**src/rtl/triangle_window_max_sum_defines.svh**
```systemverilog
// Assertion macros shared by the triangle window maximum-sum design.
// No dependencies; included by the modules that carry assertions.
`ifndef TRIANGLE_WINDOW_MAX_SUM_DEFINES_SVH
`define TRIANGLE_WINDOW_MAX_SUM_DEFINES_SVH

// Property that must hold in every cycle outside of reset.
`define TWMS_ASSERT(lbl, prop, msg) \
  lbl: assert property (@(posedge clk_i) disable iff (!rst_ni) (prop)) else $error(msg);

// Condition in one cycle that forces a consequence in the next cycle.
`define TWMS_ASSERT_NEXT(lbl, ante, cons, msg) \
  lbl: assert property (@(posedge clk_i) disable iff (!rst_ni) (ante) |=> (cons)) else $error(msg);

`endif

```
**src/rtl/twms_pkg.sv**
```systemverilog
// Shared types and constants for the triangle window maximum-sum design.
// No dependencies.
package twms_pkg;

  localparam int MaxRowsDef   = 64;
  localparam int ValueBitsDef = 32;
  localparam int SumBits      = 44;
  localparam int CfgBits      = 7;
  localparam int CellBits     = 32;

  typedef enum logic [2:0] {
    ST_IDLE,
    ST_LVL_H,
    ST_LVL_B,
    ST_LVL_C,
    ST_LVL_W,
    ST_SUM_R,
    ST_SUM_A,
    ST_DONE
  } ctrl_state_e;

  typedef enum logic [1:0] {
    RD_HERE,
    RD_BELOW,
    RD_BELOW1
  } rd_sel_e;

  typedef struct packed {
    logic    load;
    logic    clr_loop;
    logic    set_s2;
    logic    inc_s;
    logic    adv_cell;
    rd_sel_e rd_sel;
    logic    take_first;
    logic    take_more;
    logic    wr_max;
    logic    clr_acc;
    logic    add_acc;
  } dp_cmd_t;

  typedef struct packed {
    logic load_last;
    logic win_gt_rows;
    logic win_one;
    logic col_last;
    logic row_last_lvl;
    logic lvl_last;
    logic row_last_sum;
  } dp_sts_t;

endpackage

```
**src/rtl/twms_ctrl.sv**
```systemverilog
// Controller: sequences loading, the per-level max passes and the sum pass.
// Depends on twms_pkg and triangle_window_max_sum_defines.svh.
`include "triangle_window_max_sum_defines.svh"

module twms_ctrl (
  input  logic              clk_i,
  input  logic              rst_ni,
  input  logic              start_i,
  input  twms_pkg::dp_sts_t sts_i,
  output twms_pkg::dp_cmd_t cmd_o,
  output logic              busy_o,
  output logic              done_o
);

  twms_pkg::ctrl_state_e state_q, state_d;

  always_comb begin
    state_d = state_q;
    unique case (state_q)
      twms_pkg::ST_IDLE: begin
        if (start_i && sts_i.load_last) begin
          if (sts_i.win_gt_rows) begin
            state_d = twms_pkg::ST_DONE;
          end else if (sts_i.win_one) begin
            state_d = twms_pkg::ST_SUM_R;
          end else begin
            state_d = twms_pkg::ST_LVL_H;
          end
        end
      end
      twms_pkg::ST_LVL_H: state_d = twms_pkg::ST_LVL_B;
      twms_pkg::ST_LVL_B: state_d = twms_pkg::ST_LVL_C;
      twms_pkg::ST_LVL_C: state_d = twms_pkg::ST_LVL_W;
      twms_pkg::ST_LVL_W: begin
        if (sts_i.col_last && sts_i.row_last_lvl && sts_i.lvl_last) begin
          state_d = twms_pkg::ST_SUM_R;
        end else begin
          state_d = twms_pkg::ST_LVL_H;
        end
      end
      twms_pkg::ST_SUM_R: state_d = twms_pkg::ST_SUM_A;
      twms_pkg::ST_SUM_A: begin
        if (sts_i.col_last && sts_i.row_last_sum) begin
          state_d = twms_pkg::ST_DONE;
        end else begin
          state_d = twms_pkg::ST_SUM_R;
        end
      end
      twms_pkg::ST_DONE: state_d = twms_pkg::ST_IDLE;
      default: state_d = twms_pkg::ST_IDLE;
    endcase
  end

  always_comb begin
    cmd_o        = '0;
    cmd_o.rd_sel = twms_pkg::RD_HERE;
    unique case (state_q)
      twms_pkg::ST_IDLE: begin
        cmd_o.load = start_i;
        if (start_i && sts_i.load_last) begin
          cmd_o.clr_acc  = 1'b1;
          cmd_o.clr_loop = 1'b1;
          cmd_o.set_s2   = 1'b1;
        end
      end
      twms_pkg::ST_LVL_B: begin
        cmd_o.rd_sel     = twms_pkg::RD_BELOW;
        cmd_o.take_first = 1'b1;
      end
      twms_pkg::ST_LVL_C: begin
        cmd_o.rd_sel    = twms_pkg::RD_BELOW1;
        cmd_o.take_more = 1'b1;
      end
      twms_pkg::ST_LVL_W: begin
        cmd_o.wr_max = 1'b1;
        if (sts_i.col_last && sts_i.row_last_lvl) begin
          // End of a level: restart at the apex, either for the next size or the sum.
          cmd_o.clr_loop = 1'b1;
          cmd_o.inc_s    = !sts_i.lvl_last;
        end else begin
          cmd_o.adv_cell = 1'b1;
        end
      end
      twms_pkg::ST_SUM_A: begin
        cmd_o.add_acc  = 1'b1;
        cmd_o.adv_cell = 1'b1;
      end
      default: begin
      end
    endcase
  end

  assign busy_o = state_q != twms_pkg::ST_IDLE;
  assign done_o = state_q == twms_pkg::ST_DONE;

  always_ff @(posedge clk_i or negedge rst_ni) begin
    if (!rst_ni) begin
      state_q <= twms_pkg::ST_IDLE;
    end else begin
      state_q <= state_d;
    end
  end

  `TWMS_ASSERT_NEXT(a_done_to_idle, state_q == twms_pkg::ST_DONE, state_q == twms_pkg::ST_IDLE, "result word not followed by idle")
  `TWMS_ASSERT(a_write_after_reads, (state_q != twms_pkg::ST_LVL_W) || ($past(state_q) == twms_pkg::ST_LVL_C), "max write without its three reads")
  `TWMS_ASSERT_NEXT(a_oversize_window, cmd_o.load && sts_i.load_last && sts_i.win_gt_rows, state_q == twms_pkg::ST_DONE, "oversize window did not report at once")

endmodule

```
**config.mk**
```make
export PLATFORM = sky130hd
export DESIGN_NAME = twms_ctrl
export DESIGN_NICKNAME = d
export VERILOG_FILES = /design/src/rtl/twms_pkg.sv /design/src/rtl/twms_ctrl.sv
export VERILOG_INCLUDE_DIRS = /design/src /design/src/rtl
export SDC_FILE = /design/constraint.sdc
export NUM_CORES = 1
export LEC_CHECK = 0
export BUFFER_PORTS_ARGS = -buffer_cell sky130_fd_sc_hd__buf_2
export CAP_MARGIN = 20
export CELL_PAD_IN_SITES_DETAIL_PLACEMENT = 1
export CELL_PAD_IN_SITES_GLOBAL_PLACEMENT = 2
export CORE_MARGIN = 2
export CORE_UTILIZATION = 20
export CTS_BUF_LIST = sky130_fd_sc_hd__clkbuf_8
export DETAILED_ROUTE_END_ITERATION = 16
export PLACE_DENSITY = 0.86
export SLEW_MARGIN = 15
export SYNTH_ARGS = -nofsm -noshare
export SYNTH_HDL_FRONTEND = slang
export SYNTH_SLANG_ARGS = --single-unit
```
**constraint.sdc**
```tcl
create_clock -name clk_i -period 1.9 [get_ports clk_i]
set_input_delay 0.19 -clock clk_i [delete_from_list [all_inputs] [get_ports clk_i]]
set_output_delay 0.19 -clock clk_i [all_outputs]
set_load 0.02 [all_outputs]
```
==> flow_summary_export.csv, run 1 <==
group,metric,value,unit
synth,seq_area_frac_synth,24.9,%
sta,period_needed,1.68,ns
synth,async_flop_share,100,%
synth,ys_types,21,
floorplanning,ios,24,
outcome,outcome,"finished, final reports clean",
final_layout,regMostFlops,"state_q",
setup_path,worstPathRequired,1.71,ns
global_route,track_usage,10.7,%
power_and_ir_drop,switching_share,47.0,%
synth,yosys.area.top_type,"dfrtp_1",
final_layout,areaGrowthSynthToFinish,52.7,%
clock_tree,numCtsBuffers,3,
clock_tree,clock_path_buffers,2,
detailed_routing,drc,0,
floorplanning,start_util,20.7,%
global_route,first_global_vias,366,
placement,io_buffer_count,23,
final_layout,diodes,0,
power_and_ir_drop,power_frac_clock,22.0,%
final_layout,largest_register_ffs,3,
detailed_routing,detail-route-antenna-nets,0,
sta,rsz0062_at_grt,"no",
sta,fmax,597,MHz
synth,syn_inst,38,
setup_path,cp-start-kind,"flop",
power_and_ir_drop,internal_power,0.433,mW
placement,hpwl,683,um
synth,yosys-top-cells-count,"nor2_1 (8), dfrtp_1 (3), nand2_1 (3), nand3_1 (3)",
detailed_routing,routed_wl,895,um
floorplanning,rows,14,
final_layout,drive_gt1_share,48.4,%
sta,fin_crit_sh,88.2,%
global_route,overflow,0,
setup_path,critPathKind,"reg -> out",
power_and_ir_drop,p_total,0.818,mW
synth,synth-seq-cells,3,
clock_tree,cts_root_buf,"clkbuf_8",
sta,fin_skew,0.00187,ns
setup_path,endpoint_kind,"output port",
power_and_ir_drop,p_per_area,1780,mW/mm^2
power_and_ir_drop,ir_worst_vdd,432,uV
synth,synth.top_cell.area_share,24.9,%
sta,tns,0,ns
clock_tree,clock_sinks,3,
setup_path,worstPathArrival,1.49,ns
detailed_routing,vias,342,
global_route,grt_pass1_wl,1480,um
floorplanning,die_x,42.8,um
detailed_routing,drt_iter0_markers,9,
clock_tree,h-tree-depth,1,
floorplanning,core_area,0.00145,sq mm
synth,netlist_area,302,sq um
detailed_routing,wl_per_cell,11.5,um
power_and_ir_drop,leakage,0.252,nW
clock_tree,clk_pin_slew_worst_paths,0.03,ns
placement,dp.cells,73,
synth,synth_area_leaders,"dfrtp_1 (25%), nor2_1 (10%), a2111oi_4 (9.1%), nand3_1 (5.0%), buf_4 (5.0%)",
synth,synth_area_per_cell,7.94,sq um
power_and_ir_drop,comb_power_share,55.7,%
synth,synth.most_common_cell,"nor2_1",
final_layout,final_cells,78,
power_and_ir_drop,power_frac_seq,22.3,%
synth,synth_ff_type,"dfrtp_1",
placement,gp_congestion,0.716,
sta,relSlewSlack,78.5,%
clock_tree,cts_tree,"done",
final_layout,fillers,192,
clock_tree,post_cts_buffers,0,
floorplanning,fp.dieH,42.8,um
final_layout,reg.largest.list,"state_q (3)",
floorplanning,die-area,0.00183,sq mm
final_layout,utilization,31.7,%
setup_path,path_max_fanout,9,
synth,synth-edff-count,0,
sta,worst_pin_slew,0.323,ns
global_route,antenna_found_initial,0,
clock_tree,clk_latency,0.22,ns
detailed_routing,dr.pass1.iters,4,
power_and_ir_drop,p_sw,0.384,mW
sta,finalSetupViolCount,0,
run,max_cap_violations,0,
synth,ys_warn_count,0,
sta,hold_viol,0,
synth,syn_nets,48,
hold_path,hold_class,"in -> reg",
global_route,grt_max_degree,13,
sta,maxSlewViolCount,0,
detailed_routing,via_per_inst,4.38,
final_layout,nets,73,
-- cell usage in the layout (no fill, tap or decap), drive strengths merged, types with 2 or more instances in the layout --
| master | count |
|---|---|
| buf | 23 |
| nor2 | 8 |
| nand2 | 4 |
| nand3 | 3 |
| clkbuf | 3 |
| dfrtp | 3 |
| nor3b | 3 |
| and3 | 2 |
| o21ai | 2 |
| inv | 2 |
| and2 | 2 |
-- what timing repair did --
action | CTS | global route
hold buffers | 1 | 0
endpoints found under the hold margin | 3 | 0
resized for setup | 0 | 0
-- stage by stage --
stage / hold slack (ns) / worst slack, ns / instance area [sq um]
2_1_floorplan: -0.106 / 0.0942 / 302
3_3_place_gp: -0.0123 / 0.436 / 405
3_5_place_dp: -0.0102 / 0.457 / 405
4_1_cts: 0.283 / 0.218 / 460
5_1_grt: 0.302 / 0.119 / 460
6_report: 0.282 / 0.224 / 460
-- critical path, stage by stage (launching register included) --
cell	delay, ns
dfrtp_1	0.47
nor2_1	0.25
and2_4	0.21
nor3b_1	0.16
buf_2	0.19
-- power groups by stage --
stage | clock [mW] | combinational, mW | sequential [mW]
finish | 0.180 | 0.455 | 0.183
global route | 0.190 | 0.494 | 0.191
CTS | 0.183 | 0.465 | 0.185
detailed placement | 0 | 0.459 | 0.182
global placement | 0 | 0.453 | 0.179
floorplan | 0 | 0.413 | 0.124
-- worst paths after layout --
path	from	to	slack, ns	cells past startpoint
max	state_q[0]	cmd_o[8]	0.22	4
min	sts_i[6]	state_q[0]	0.28	3
max reg2reg	state_q[0]	state_q[2]	0.64	2
min reg2reg	state_q[0]	state_q[0]	0.62	1
max in group asynchronous	rst_ni	state_q[0]	1.48	2
min in group asynchronous	rst_ni	state_q[2]	0.31	2
-- area by class of cell --
cell class | count | area [sq um] | area share, %
repair buffers | 24 | 125 | 27.2
clock inverters | 1 | 3.75 | 0.815
well taps | 16 | 20.0 | 4.35
clock buffers | 3 | 41.3 | 8.97
flip-flops and latches | 3 | 75.1 | 16.3
inverters | 1 | 3.75 | 0.815
multi-input cells | 30 | 191 | 41.6
-- layer usage --
metal | track usage [%] | wire length, um
met4 | 5.63 | 10
met1 | 11.8 | 338
met2 | 18.2 | 483
met3 | 2.98 | 63
met5 | 0 | 0
-- logic make-up (layout without fill, tap and decap cells) --
| kind of cell | Yosys count | after routing | share of synthesized area [%] |
|---|---|---|---|
| AOI/OAI and AO/OA | 6 | 6 | 19.5 |
| and+or+nand+nor | 24 | 24 | 44.0 |
| buffers and inverters | 5 | 29 | 11.6 |
| DFF | 3 | 3 | 24.9 |
(Power assumes the default switching activity.)
==> run 2, diff against run 1 <==
--- a/config.mk
+++ b/config.mk
@@ -6,15 +6,16 @@
 export SDC_FILE = /design/constraint.sdc
 export NUM_CORES = 1
 export LEC_CHECK = 0
+export ABC_AREA = 1
 export BUFFER_PORTS_ARGS = -buffer_cell sky130_fd_sc_hd__buf_2
 export CAP_MARGIN = 20
 export CELL_PAD_IN_SITES_DETAIL_PLACEMENT = 1
 export CELL_PAD_IN_SITES_GLOBAL_PLACEMENT = 2
 export CORE_MARGIN = 2
-export CORE_UTILIZATION = 20
+export CORE_UTILIZATION = 18
 export CTS_BUF_LIST = sky130_fd_sc_hd__clkbuf_8
 export DETAILED_ROUTE_END_ITERATION = 16
-export PLACE_DENSITY = 0.86
+export PLACE_DENSITY = 0.84
 export SLEW_MARGIN = 15
 export SYNTH_ARGS = -nofsm -noshare
 export SYNTH_HDL_FRONTEND = slang
==> flow_summary_export.csv, run 2 <==
group,metric,value,unit
final_layout,areaGrowthSynthToFinish,57.4,%
placement,placed_area,425,sq um
sta,finalSetupViolCount,0,
final_layout,reg.largest.list,"state_q (3)",
sta,hold_viol,0,
floorplanning,ios,24,
detailed_routing,wl_per_cell,9.86,um
synth,synth_area_leaders,"dfrtp_1 (25%), nand2_1 (15%), nor2_1 (11%), inv_1 (9.8%), a21oi_4 (5.3%)",
power_and_ir_drop,internal_power,0.396,mW
setup_path,worstPathArrival,1.24,ns
synth,synth_top_family_by_area,"simple AND/OR/NAND/NOR gates",
detailed_routing,routed_wl,907,um
clock_tree,cts_hold_buffers,1,
synth,synth.top_cell.area_share,24.6,%
synth,synth_xor_area_share,0,%
setup_path,rr_worst_depth,6,
power_and_ir_drop,comb_power_share,58.6,%
synth,synth-simple-area-share,41.4,%
global_route,overflow,0,
setup_path,r2r_setup_slack,0.80,ns
synth,async_flop_share,100,%
final_layout,mostFrequentLayoutCells,"buf_2 (23), nand2_1 (12), nor2_1 (9), inv_1 (9)",
sta,relSlewSlack,81.5,%
setup_path,cp-start-kind,"flop",
sta,tns,0,ns
setup_path,critPathKind,"reg -> out",
sta,rsz0062_at_grt,"no",
power_and_ir_drop,ir_worst_vdd,564,uV
clock_tree,cts_root_buf,"clkbuf_8",
sta,worst_pin_slew,0.278,ns
final_layout,regMostFlops,"state_q",
final_layout,fillers,214,
floorplanning,core_area,0.00154,sq mm
sta,period_needed,1.43,ns
global_route,antenna_found_initial,0,
sta,fin_skew,0.00129,ns
detailed_routing,detail-route-antenna-nets,0,
setup_path,path_max_fanout,5,
sta,fmax,701,MHz
detailed_routing,dr.pass1.iters,1,
final_layout,nets,87,
clock_tree,clock_sinks,3,
power_and_ir_drop,power_frac_clock,21.6,%
clock_tree,clk_pin_slew_worst_paths,0.03,ns
clock_tree,cts_tree,"done",
setup_path,rr_startpoint,"state_q[1]",
final_layout,diodes,0,
synth,ys_types,16,
final_layout,drive_gt1_share,43.4,%
detailed_routing,drc,0,
synth,netlist_area,305,sq um
outcome,outcome,"finished, final reports clean",
floorplanning,start_util,19.8,%
synth,yosys-top-cells-count,"nand2_1 (12), nor2_1 (9), inv_1 (8)",
synth,synth_compound_area_share,14.3,%
hold_path,hold_class,"in -> reg",
placement,io_buffer_count,23,
global_route,track_usage,10.5,%
placement,gp_congestion,0.647,
sta,setup_slack,0.474,ns
clock_tree,cts-resized-gates,0,
detailed_routing,drt_iter0_markers,0,
synth,synth_area_per_cell,6.11,sq um
detailed_routing,via_per_inst,4.12,
synth,seq_area_frac_synth,24.6,%
synth,syn_inst,50,
global_route,grt_max_degree,8,
final_layout,final_common_cell,"buf_2",
setup_path,endpoint,"cmd_o[9]",
synth,synth.most_common_cell,"nand2_1",
clock_tree,numCtsBuffers,3,
global_route,first_global_vias,387,
synth,syn_nets,60,
clock_tree,h-tree-depth,1,
floorplanning,die-area,0.00204,sq mm
placement,pre_cts_slack,0.688,ns
synth,synth-seq-cells,3,
run,max_cap_violations,0,
setup_path,worstPathRequired,1.71,ns
sta,maxSlewViolCount,0,
synth,synth_ff_type,"dfrtp_1",
global_route,grt_pass1_wl,1560,um
placement,hpwl,777,um
floorplanning,die_x,45.2,um
clock_tree,post_cts_buffers,0,
setup_path,endpoint_kind,"output port",
sta,fin_crit_sh,75.0,%
final_layout,final_area,480,sq um
power_and_ir_drop,p_sw,0.424,mW
power_and_ir_drop,p_per_area,1710,mW/mm^2
synth,synthMuxAreaShare,0,%
power_and_ir_drop,switching_share,51.7,%
synth,synthAdderAreaFrac,0,%
synth,yosys.area.top_type,"dfrtp_1",
synth,ys_warn_count,0,
power_and_ir_drop,leakage,0.305,nW
setup_path,r2r_end,"state_q[0]",
floorplanning,rows,14,
clock_tree,clock_path_buffers,2,
final_layout,utilization,31.2,%
setup_path,crit_start,"state_q[1]",
power_and_ir_drop,power_frac_seq,19.8,%
synth,synth-edff-count,0,
clock_tree,clk_latency,0.21,ns
floorplanning,fp.dieH,45.2,um
detailed_routing,vias,379,
final_layout,largest_register_ffs,3,
[run 2: metrics by stage]
stage / total power [mW] / hold slack [ns] / cells
finish: 0.820 / 0.280 / 92
global route: 0.902 / 0.302 / 92
detailed placement: 0.653 / -0.0104 / 87
CTS: 0.839 / 0.286 / 92
floorplan: 0.515 / -0.106 / 50
global placement: 0.646 / -0.0133 / 87
[run 2: routing by layer]
layer | track usage [%] | wire length (um)
met1 | 13.3 | 406
met2 | 15.4 | 464
met5 | 0 | 0
met3 | 2.80 | 36
met4 | 7.06 | 0
[run 2: area by class of cell]
class                   count  area, sq um  share of cell area (%)
repair buffers             24          125                    26.0
clock buffers               3         41.3                    8.59
multi-input cells          33          170                    35.4
flip-flops and latches      3         75.1                    15.6
well taps                  16         20.0                    4.17
inverters                  12         45.0                    9.37
clock inverters             1         3.75                   0.781
[run 2: power by group through the flow]
stage / combinational (mW) / sequential [mW] / clock (mW)
2_1_floorplan: 0.365 / 0.151 / 0
3_5_place_dp: 0.489 / 0.164 / 0
3_3_place_gp: 0.485 / 0.160 / 0
6_report: 0.480 / 0.163 / 0.177
4_1_cts: 0.492 / 0.163 / 0.185
5_1_grt: 0.540 / 0.170 / 0.192
[run 2: worst min path at each step]
stage | start | endpoint | depth (start not counted)
finish | sts_i[6] | state_q[2] | 3
CTS | rst_ni | state_q[0] | 2
global route | sts_i[6] | state_q[2] | 3
floorplan | rst_ni | state_q[0] | 0
detailed placement | rst_ni | state_q[0] | 1
global placement | rst_ni | state_q[2] | 1
[run 2: worst max-delay path, stage by stage (launching register included)]
cell,delay (ns)
dfrtp_1,0.45
nor2_4,0.18
nand2_4,0.09
nor2_1,0.12
buf_2,0.18
[run 2: logic make-up after synthesis]
family,count (synthesis)
compound gates,6
buf+inv,14
flops,3
simple gates,27
==> run 3, diff against run 2 <==
--- a/config.mk
+++ b/config.mk
@@ -12,10 +12,10 @@
 export CELL_PAD_IN_SITES_DETAIL_PLACEMENT = 1
 export CELL_PAD_IN_SITES_GLOBAL_PLACEMENT = 2
 export CORE_MARGIN = 2
-export CORE_UTILIZATION = 18
+export CORE_UTILIZATION = 15
 export CTS_BUF_LIST = sky130_fd_sc_hd__clkbuf_8
 export DETAILED_ROUTE_END_ITERATION = 16
-export PLACE_DENSITY = 0.84
+export PLACE_DENSITY = 0.75
 export SLEW_MARGIN = 15
 export SYNTH_ARGS = -nofsm -noshare
 export SYNTH_HDL_FRONTEND = slang
==> constraint.sdc (replaced) <==
create_clock -name clk_i -period 1.2 [get_ports clk_i]
set_input_delay 0.12 -clock clk_i [delete_from_list [all_inputs] [get_ports clk_i]]
set_output_delay 0.12 -clock clk_i [all_outputs]
set_load 0.02 [all_outputs]
==> flow_summary_export.csv, run 3 (synthesized netlist as in run 2, its figures left out) <==
group,metric,value,unit
sta,worst_pin_slew,0.196,ns
power_and_ir_drop,p_sw,0.814,mW
sta,fmax,736,MHz
floorplanning,core_area,0.00194,sq mm
clock_tree,h-tree-depth,1,
sta,relSlewSlack,86.8,%
setup_path,crit_family,"flip-flops",
clock_tree,clock_path_buffers,2,
power_and_ir_drop,ir_worst_vdd,875,uV
sta,period_needed,1.36,ns
final_layout,drive_gt1_share,60.5,%
placement,placed_area,469,sq um
sta,hold_viol,0,
clock_tree,numCtsBuffers,3,
floorplanning,ios,24,
global_route,antenna_found_initial,0,
floorplanning,die_x,49.1,um
global_route,grt_pass1_wl,1750,um
sta,fin_crit_sh,113,%
setup_path,cp-start-kind,"flop",
final_layout,nets,92,
setup_path,worstPathRequired,1.08,ns
setup_path,endpoint_kind,"output port",
detailed_routing,dr.pass1.iters,1,
final_layout,mostFrequentLayoutCells,"buf_2 (12), nand2_1 (11), inv_1 (9), buf_6 (9), buf_4 (7)",
clock_tree,clock_sinks,3,
global_route,grt_max_degree,8,
setup_path,worstPathArrival,1.24,ns
clock_tree,clk_pin_slew_worst_paths,0.03,ns
setup_path,critPathKind,"reg -> out",
floorplanning,rows,16,
power_and_ir_drop,power_frac_seq,16.3,%
power_and_ir_drop,power_frac_clock,16.7,%
sta,maxSlewViolCount,0,
placement,hpwl,860,um
final_layout,regMostFlops,"state_q",
global_route,track_usage,9.38,%
clock_tree,clk_latency,0.21,ns
power_and_ir_drop,p_per_area,2620,mW/mm^2
detailed_routing,via_per_inst,3.83,
final_layout,final_area,644,sq um
global_route,overflow,0,
detailed_routing,vias,414,
power_and_ir_drop,switching_share,48.3,%
floorplanning,start_util,15.7,%
detailed_routing,drc,0,
detailed_routing,wl_per_cell,10.1,um
detailed_routing,routed_wl,1100,um
final_layout,areaGrowthSynthToFinish,111,%
final_layout,largest_register_ffs,3,
floorplanning,die-area,0.00241,sq mm
outcome,violations,"setup timing",
placement,io_buffer_count,23,
final_layout,utilization,33.2,%
final_layout,final_cells,108,
final_layout,reg.largest.list,"state_q (3)",
final_layout,final_common_cell,"buf_2",
setup_path,path_max_fanout,7,
placement,gp_congestion,0.684,
setup_path,crit_buf_inv,1,
sta,setup_slack,-0.158,ns
power_and_ir_drop,internal_power,0.873,mW
global_route,first_global_vias,428,
setup_path,crit_slowest_cell,"dfrtp_2",
setup_path,cp_cell_sequence,"nor3_4, nand2_2, nor2_2, buf_6",
clock_tree,cts_root_buf,"clkbuf_8",
sta,finalSetupViolCount,12,
hold_path,hold_class,"in -> async",
floorplanning,fp.dieH,49.1,um
setup_path,critPathMaxStageDelay,0.47,ns
outcome,outcome,"finished, violations left",
detailed_routing,detail-route-antenna-nets,0,
sta,fin_skew,0.00168,ns
final_layout,fillers,255,
power_and_ir_drop,comb_power_share,67.0,%
power_and_ir_drop,leakage,0.343,nW
clock_tree,cts_tree,"done",
sta,rsz0062_at_grt,"yes",
placement,dp.cells,99,
run,max_cap_violations,0,
detailed_routing,drt_iter0_markers,0,
placement,pre_cts_slack,0.0182,ns
final_layout,diodes,0,
## run 3: changes by cell type in the layout (fill, tap and decap cells not counted), moves of 2 or more
cell,previous run,this run
buf_4,0,7
buf_6,0,9
nor2_1,9,3
buf_2,23,12
nor2_4,1,4
dfrtp_2,0,2
dfrtp_1,3,1
nor2_2,0,3
## run 3: routing by layer
layer  up-vias  global-route usage, %  wire, um
met5         -                      0         0
met4         0                   8.57        21
met3         2                   2.15        56
met2        11                   15.3       579
met1       192                   9.93       439
li1        209                      -         -
## run 3: final timing paths
kind                       cells after the start  slack (ns)          to       start
min                                            2        0.23  state_q[2]      rst_ni
min reg2reg                                    3        0.69  state_q[1]  state_q[1]
max reg2reg                                    7       -0.04  state_q[0]  state_q[0]
min in group clk_i                             3        0.23  state_q[2]    sts_i[6]
max                                            4       -0.16    cmd_o[8]  state_q[0]
max in group asynchronous                      2        0.85  state_q[1]      rst_ni
## run 3: area by class of cell
| cell class | count | area (sq um) | share of cell area (%) |
|---|---|---|---|
| Multi-Input combinational cell | 33 | 216 | 33.6 |
| Inverter | 12 | 47.5 | 7.38 |
| Timing Repair Buffer | 29 | 224 | 34.8 |
| Sequential cell | 3 | 77.6 | 12.0 |
| Clock buffer | 3 | 41.3 | 6.41 |
| Tap cell | 27 | 33.8 | 5.24 |
| Clock inverter | 1 | 3.75 | 0.583 |
## run 3: worst register-to-register path: cells and delay by family, from the launching register on
family / cells / cell delay (ns)
AOI/OAI and AO/OA: 1 / 0.15
buffers and inverters: 3 / 0.20
DFF: 1 / 0.47
and+or+nand+nor: 3 / 0.31
## run 3: power by group through the flow
stage	sequential, mW	clock, mW	combinational, mW
after floorplan	0.254	0	0.614
after global placement	0.254	0	0.852
after detailed placement	0.261	0	0.860
after CTS	0.272	0.294	0.980
after global routing	0.288	0.298	1.23
final	0.275	0.281	1.13
## run 3: through the flow
stage	power, mW	TNS [ns]	hold slack, ns
6_report	1.69	-1.00	0.225
3_5_place_dp	1.12	0	-0.0762
3_3_place_gp	1.11	0	-0.0807
2_1_floorplan	0.867	-0.112	-0.176
4_1_cts	1.55	-1.08	0.224
5_1_grt	1.81	-1.97	0.243
## run 3: what timing repair did
| item | in CTS | in global routing |
|---|---|---|
| setup buffers | 2 | 2 |
| endpoints found under the setup margin | 14 | 14 |
| resized for setup | 16 | 14 |
| pin swaps | 3 | 1 |
| endpoints found under the hold margin | 3 | 0 |
| hold buffers | 1 | 0 |
